`src/design/mdqla_pkg.sv`:
```
// shared types, constants and saturating helpers for the multi-drive q-learning agent
package mdqla_pkg;

   localparam int NUM_DRIVES  = 2;
   localparam int NUM_STATES  = 64;
   localparam int NUM_ACTIONS = 5;

   localparam int Q_ENTRIES = NUM_DRIVES * NUM_STATES * NUM_ACTIONS;
   localparam int ADDR_W    = $clog2(Q_ENTRIES);
   localparam int DRV_W     = (NUM_DRIVES > 1) ? $clog2(NUM_DRIVES) : 1;
   localparam int STATE_W   = 6;
   localparam int ACT_W     = 3;
   localparam int NEED_W    = 2;
   localparam int COEF_W    = 17;
   localparam int REQ_W     = 160;
   localparam int RSP_W     = 8;
   localparam int CSR_IDX_W = 3;

   typedef logic signed [31:0] q_type;

   localparam q_type Q_MAX      = 32'sh7fff_ffff;
   localparam q_type Q_MIN      = 32'sh8000_0000;
   localparam q_type NEAR_LIMIT = 32'sd65470464;   // 999.0 in q16.16

   localparam logic [CSR_IDX_W-1:0] CSR_LEARN_RATE  = 3'd0;
   localparam logic [CSR_IDX_W-1:0] CSR_DISCOUNT    = 3'd1;
   localparam logic [CSR_IDX_W-1:0] CSR_DRIVE_DECAY = 3'd2;
   localparam logic [CSR_IDX_W-1:0] CSR_EXPLOIT     = 3'd3;
   localparam logic [CSR_IDX_W-1:0] CSR_SETPOINT    = 3'd4;

   localparam logic OP_SELECT = 1'b0;
   localparam logic OP_UPDATE = 1'b1;

   typedef enum logic [3:0] {
      ST_CLEAR,
      ST_IDLE,
      ST_SEL_DRIVE,
      ST_SEL_BASE,
      ST_SEL_RD,
      ST_SEL_MUL,
      ST_SEL_CMP,
      ST_UPD_DECAY,
      ST_UPD_LEVEL,
      ST_UPD_MAX,
      ST_UPD_GMUL,
      ST_UPD_RPE,
      ST_UPD_AMUL,
      ST_UPD_WR,
      ST_DONE
   } seq_state_type;

   typedef struct packed {
      logic [COEF_W-1:0] coef;
      q_type             operand;
   } mul_req_type;

   function automatic q_type sat_add(q_type a, q_type b);
      logic signed [32:0] s;
      s = {a[31], a} + {b[31], b};
      if (s[32] != s[31]) return s[32] ? Q_MIN : Q_MAX;
      return s[31:0];
   endfunction

   function automatic q_type sat_sub(q_type a, q_type b);
      logic signed [32:0] s;
      s = {a[31], a} - {b[31], b};
      if (s[32] != s[31]) return s[32] ? Q_MIN : Q_MAX;
      return s[31:0];
   endfunction

   function automatic q_type sat_abs(q_type a);
      if (a == Q_MIN) return Q_MAX;
      return a[31] ? -a : a;
   endfunction

   function automatic logic [ADDR_W-1:0] q_addr(logic [DRV_W-1:0] d,
                                                logic [STATE_W-1:0] s,
                                                logic [ACT_W-1:0] a);
      logic [ADDR_W-1:0] row;
      row = ADDR_W'(d) * ADDR_W'(NUM_STATES) + ADDR_W'(s);
      return ADDR_W'(row * ADDR_W'(NUM_ACTIONS) + ADDR_W'(a));
   endfunction

endpackage

```
`src/design/mdqla_mul.sv`:
```
// shared coefficient multiplier: q1.16 times q16.16, floor, saturate, registered
module mdqla_mul (
   input  logic                 clock,
   input  mdqla_pkg::mul_req_type req,
   output mdqla_pkg::q_type       product_ff
);
   import mdqla_pkg::*;

   logic signed [49:0] prod;
   logic signed [33:0] shr;
   q_type              product_in;

   always_comb begin
      prod = $signed({1'b0, req.coef}) * req.operand;
      shr  = prod[49:16];   // arithmetic shift gives floor rounding
      if (shr > 34'sd2147483647) begin
         product_in = Q_MAX;
      end else if (shr < -34'sd2147483648) begin
         product_in = Q_MIN;
      end else begin
         product_in = shr[31:0];
      end
   end

   always_ff @(posedge clock) begin
      product_ff <= product_in;
   end

endmodule

```
`config.mk`:
```
export PLATFORM = sky130hd
export DESIGN_NAME = mdqla_mul
export DESIGN_NICKNAME = d
export VERILOG_FILES = /design/src/design/mdqla_pkg.sv /design/src/design/mdqla_mul.sv
export SDC_FILE = /design/constraint.sdc
export NUM_CORES = 1
export LEC_CHECK = 0
export BUFFER_PORTS_ARGS = -buffer_cell sky130_fd_sc_hd__buf_2
export CAP_MARGIN = 20
export CORE_AREA = 4 4 233 167
export DETAILED_ROUTE_END_ITERATION = 10
export DIE_AREA = 0 0 237 171
export PLACE_DENSITY = 0.73
export SLEW_MARGIN = 20
export SYNTH_ARGS = -nofsm -noshare
export SYNTH_HDL_FRONTEND = slang
export SYNTH_SLANG_ARGS = --single-unit
```
`constraint.sdc`:
```
create_clock -name clock -period 12.2 [get_ports clock]
set_input_delay 0.61 -clock clock [delete_from_list [all_inputs] [get_ports clock]]
set_output_delay 0.61 -clock clock [all_outputs]
set_load 0.05 [all_outputs]
```
# Word level (Yosys, flattened, before mapping)

Cells that the tools add are included.

Order comparisons: 2
$mul: 1
Muxes and demuxes: 1

Operator list:

| kind                   | count |
|---|---|
| $mul A18 B32 Y50       | 1 |
| $gt A34 B32 Y1 const B | 1 |
| $lt A34 B32 Y1 const B | 1 |
| $mux W32               | 1 |

Bits of input ports: 50
Register bits after elaboration: 32
Output and inout port bits: 32

# Longest topological paths before layout

Gate-level depths: netlist of the first run.

Word-level depth: 3
Depth in mapped cells: 27
Mapped depth without buffers: 24

# Worst setup path before layout of the first run

Ideal clock, no wire load.

Path kind: input to register
Start: input port req[31] in the netlist's numbering
End: register product_ff[0]
Library setup time: 0.122 ns
Cell stages on the path: 22
Arrival: 6.856 ns
Data required time: 12.078 ns
Slack: 5.222 ns
Cell sequence: clkbuf_1 -> clkbuf_1 -> nand2_1 -> fa_1 -> fa_1 -> inv_1 -> fa_1 -> fa_1 -> fa_1 -> inv_1 -> fa_1 -> inv_1 -> ha_1 -> and3_1 -> a221oi_1 -> nand3_1 -> a31o_4 -> a41o_2 -> xor2_2 -> a21oi_2 -> buf_2 -> o21ai_2

Longest elaborated chain between the ends: 3

RTL lines:

| what                 | RTL line        | RTL |
|---|---|---|
| from (decl)          | mdqla_mul.sv:4  | `input mdqla_pkg::mul_req_type req,` |
| $mul A18 B32 Y50 (*) | mdqla_mul.sv:14 | `prod = $signed({1'b0, req.coef}) * req.operand;` |
| $lt A34 B32 Y1       | mdqla_mul.sv:18 | `end else if (shr < -34'sd2147483648) begin` |
| $mux W32             | mdqla_mul.sv:18 |  |
| to (signal assigned) | mdqla_mul.sv:26 | `product_ff <= product_in;` |
| to (decl)            | mdqla_mul.sv:5  | `output mdqla_pkg::q_type product_ff` |

Mark *: on every way between the ends. The rest lies on a longest branch, timed or not.
A chain may end at the register's enable or synchronous reset.

# Worst setup path in the final report of the first run

Start: input port req[39] in the netlist's numbering
End: register product_ff[4]

Same word-level chain as after synthesis.

==> results_dict.tcl, run 1 <==
set metrics [dict create \
    regMostFlops "product_ff" \
    netlist_instances 2204 \
    worst_path_max_delay_cell "a311oi_1" \
    die_area_um2 40500 \
    start_util 0.543 \
    wl_per_cell_um 19.8 \
    synthFlopType "dfxtp_1" \
    ys.warnings.count 0 \
    yosysSeqAreaShare 0.0322 \
    clockRootBuffer "clkbuf_16" \
    drt_first_pass_iters 6 \
    drt-initial-drc-count 1268 \
    post_cts_buffers 0 \
    nNetsFinal 2885 \
    final_antenna_net_count 0 \
    portBuffers 81 \
    crit_required_ns 12.34 \
    crit_chain "buf_2 > and2_1 > fa_1 > inv_1 > fa_1 > fa_1 > fa_1 > inv_1 > fa_1 > inv_1 > fa_1 > inv_1 > ha_1 > and3_1 > a311oi_1 > a21o_1 > a31oi_4 > a31o_4 > a41o_2 > xor2_2 > a21oi_4 > buf_4 > o21ai_1" \
    cts_made_buffers 5 \
    largest_register_ffs 32 \
    hold_viol 0 \
    die_x_um 237 \
    final-setup-viol-count 0 \
    final_util 0.565 \
    max_freq_mhz 132 \
    ctsLongestPathBuffers 2 \
    synth_top_cells_by_count "647 x inv_1, 519 x fa_1, 325 x and2_1, 240 x nand2_1, 115 x ha_1" \
    reg_top3 "product_ff: 32 flops" \
    post_cts_resize_count 0 \
    routed_wl_mm 53.2 \
    io_pins 82 \
    yosys.area.top_type "fa_1" \
    routabilityCongestion 0.898 \
    synth-edff-count 0 \
    core_um2 36700 \
    worstSetupPathType "in -> reg" \
    rows 59 \
    place_hpwl_mm 42.7 \
    grt_usage 0.272 \
    syn_nets 2888 \
    grt_pass1_vias 15813 \
    clock_sinks 32 \
    antenna_found_initial 2 \
    hp-class "reg -> out" \
    drv_cap 0 \
    synth_area_leaders "fa_1 52%, inv_1 12%, and2_1 10%" \
    layout-drive-gt1-share 0.0586 \
    syn-mean-instance-area_um2 9.03 \
    die_h_um 171 \
    grt_start_max_net_pins 33 \
    min_period_ns 7.55 \
    crit_path_frequent_cell "fa_1" \
    synth_seq_cells 32 \
    grt_overflow 0 \
    cpPeakStageDelay_ns 0.73 \
    cts_tree "done" \
    rsz0062_at_grt "no" \
    slew_violations 0 \
    ctsHoldBuffers 0 \
    worst_slew_pin_slew_ns 0.865 \
    syn_area_um2 19900 \
    cts.reportedPaths.clkPinSlew_ns 0.05 \
    arrival_ns 7.69 \
    grt_first_pass_wirelength_mm 86.3 \
    ys_types 56 \
    period_share 0.619 \
    max_slew_margin 0.423 \
    worst-path-max-fanout 32 \
    status "finished, final reports clean" \
    yosys.area.top_type_share 0.522 \
    startpoint_type "primary input" \
    viasPerCell 5.36 \
    finalSetupTns_ns 0 \
    fill_cells 3262 \
    htreeDepth 2 \
    synth.most_common_cell "inv_1" \
    async_reset_ff_frac 0 \
    vias 14405 \
    synthToLayoutAreaGrowth_pct 4.04 \
    cp-end-kind "flip-flop" \
    drc 0 \
]
==> logic make-up (layout without fill, tap and decap cells) <==
kind of cell,Yosys count,in the layout,share of synthesized area
compound gates,145,145,0.0534
xor+xnor,42,42,0.0189
fa+ha+maj,634,634,0.594
buf+inv,741,738,0.141
flops,32,32,0.0322
mux,1,1,0.000566
other cells,0,1,0
simple gates,609,609,0.160
==> per-layer routing <==
layer / vias up / part of all wire / global-route usage
met3: 60 / 0.13 / 0.0996
li1: 6224 / - / -
met1: 7383 / 0.44 / 0.397
met2: 736 / 0.42 / 0.404
met5: - / 0.00013 / 0
met4: 2 / 0.012 / 0.0393
==> through the flow <==
step	cell area (um2)	hold slack, ns	cells	setup slack [ns]
6_report	20700	1.37	2690	4.65
5_1_grt	20700	1.39	2689	4.25
4_1_cts	20700	1.38	2689	4.73
3_5_place_dp	20600	1.08	2682	4.42
3_3_place_gp	20600	1.08	2682	4.54
2_1_floorplan	19900	1.05	2204	5.22
==> worst paths after layout <==
path	to	cells after the start	slack, ns	start
min	product_ff[23]	1	1.37	product_ff[23]
max	product_ff[4]	23	4.65	req[39]
==> worst max-delay path, delay by kind of cell <==
| family | cells | cell delay [ns] |
|---|---|---|
| buffers and inverters | 6 | 1.19 |
| adders and majority gates | 7 | 3.14 |
| xor gates and xnor gates | 1 | 0.17 |
| AOI/OAI and AO/OA | 7 | 2.07 |
| and+or+nand+nor | 2 | 0.46 |
==> placed cells by master, fill, tap and decap left out, types with 11 or more instances in the layout <==
cell	count
and2_1	325
inv_1	647
fa_1	519
o21ai_0	14
o21ai_2	28
ha_1	115
a21o_1	20
nor2_1	11
buf_2	81
xnor2_1	27
dfxtp_1	32
a21oi_1	42
nand2_1	240
xor2_1	14
==> final cells by class <==
class | instances | area (um2) | share of cell area
multi-input combinational | 1431 | 16500 | 0.795
sequential | 32 | 641 | 0.0309
tap | 488 | 611 | 0.0295
clock buffer | 6 | 129 | 0.00622
inverter | 647 | 2430 | 0.117
antenna | 1 | 2.50 | 0.000121
timing repair buffer | 84 | 428 | 0.0207
clock inverter | 1 | 5.00 | 0.000242
Power of run 1 is left out: the tool's default activity adds up to more than one toggle a clock period on the data nets, which glitch-free logic cannot reach.
==> run 2, diff against run 1 <==
- clock period: 12.2 -> 7.09 ns (I/O delays scaled with it)
==> results_dict.tcl, run 2 (synthesized netlist as in run 1, its figures left out) <==
set metrics [dict create \
    cts_tree "done" \
    hold_ws_ns 1.12 \
    regMostFlops "product_ff" \
    final_antenna_net_count 0 \
    grt_usage 0.280 \
    startpoint_type "primary input" \
    viasPerCell 5.32 \
    slew_violations 0 \
    drv_cap 0 \
    max_freq_mhz 145 \
    worst_path_max_delay_cell "fa_1" \
    crit_required_ns 7.25 \
    fill_cells 3165 \
    routed_wl_mm 54.9 \
    wl_per_cell_um 20.1 \
    crit_path_frequent_cell "fa_1" \
    max_slew_margin 0.480 \
    cp_top_family "adder cells" \
    place_area_um2 21000 \
    routabilityCongestion 0.953 \
    hold_viol 0 \
    largest_register_ffs 32 \
    nNetsFinal 2930 \
    fin_ws_ns 0.189 \
    die_area_um2 40500 \
    rows 59 \
    cp-end-kind "flip-flop" \
    portBuffers 81 \
    worst-path-max-fanout 21 \
    cts.reportedPaths.clkPinSlew_ns 0.05 \
    reg_top3 "product_ff: 32 flops" \
    layout-drive-gt1-share 0.0783 \
    min_period_ns 6.90 \
    crit_chain "buf_2 > buf_4 > and2_1 > fa_1 > inv_1 > fa_1 > fa_1 > inv_1 > fa_1 > fa_1 > inv_1 > fa_1 > inv_1 > ha_1 > a21oi_1 > o21bai_1 > a21oi_1 > nand2_1 > a211oi_2 > o41ai_2 > a311o_1 > a2111oi_0 > o41ai_2" \
    antenna_cells 0 \
    drc 0 \
    synthToLayoutAreaGrowth_pct 6.20 \
    hp-class "reg -> out" \
    arrival_ns 7.06 \
    worst_slew_pin_slew_ns 0.780 \
    layout_commonest_cell "inv_1" \
    finalSetupTns_ns 0 \
    regArea_um2 641 \
    die_x_um 237 \
    core_um2 36700 \
    io_pins 82 \
    period_share 0.973 \
    status "finished, final reports clean" \
    fin_area_um2 21100 \
    cts_made_buffers 5 \
    die_h_um 171 \
    grt_pass1_vias 16095 \
    rsz0062_at_grt "no" \
    final_cell_mix "647 x inv_1, 519 x fa_1, 325 x and2_1, 240 x nand2_1, 115 x ha_1" \
    final-setup-viol-count 0 \
    clock_sinks 32 \
    htreeDepth 2 \
    drt-initial-drc-count 1354 \
    critPathBufInv 6 \
    grt_overflow 0 \
    start_util 0.543 \
    multiInputGateArea_um2 16500 \
    antenna_found_initial 1 \
    ctsLongestPathBuffers 2 \
    grt_start_max_net_pins 32 \
    worstSetupPathType "in -> reg" \
    grt_first_pass_wirelength_mm 88.2 \
    vias 14557 \
    place_hpwl_mm 45.6 \
    clockRootBuffer "clkbuf_16" \
    drt_first_pass_iters 5 \
    cpPeakStageDelay_ns 0.67 \
    dp_slack_ns -0.0800 \
]
-- run 2: cell count changes in the layout (fill, tap and decap cells not counted), sizes merged --
cell,delta
diode,-1
clkbuf,+3
clkinvlp,+1
bufinv,+1
buf,+41
-- run 2: path summary, 6_finish.rpt --
kind	startpoint	to	slack (ns)	cells after the start
worst max-delay path	req[37]	product_ff[28]	0.19	23
worst min-delay path	product_ff[23]	product_ff[23]	1.12	1
-- run 2: what timing repair did --
item,4_1_cts,5_1_grt
setup endpoints to repair,0,29
gates resized for setup,0,4
hold buffers,0,0
setup buffers,0,0
-- run 2: routing by layer --
metal | up-vias | track usage | wire (um)
li1 | 6321 | - | -
met1 | 7419 | 0.403 | 23700
met5 | - | 0 | 7
met3 | 74 | 0.121 | 7830
met2 | 741 | 0.408 | 22600
met4 | 2 | 0.0416 | 744
-- run 2: layout make-up --
type | count | share of cell area
multi-input cells | 1431 | 0.779
inverters | 647 | 0.115
repair buffers | 129 | 0.0391
flip-flops and latches | 32 | 0.0303
well taps | 488 | 0.0289
clock buffers | 5 | 0.00592
clock inverters | 3 | 0.00201
-- run 2: through the flow --
step / utilization / cells
2_1_floorplan: - / 2204
3_3_place_gp: 0.571 / 2727
3_5_place_dp: 0.571 / 2727
4_1_cts: 0.576 / 2735
5_1_grt: 0.576 / 2735
6_report: 0.576 / 2735
Power of run 2 is left out for the same reason.
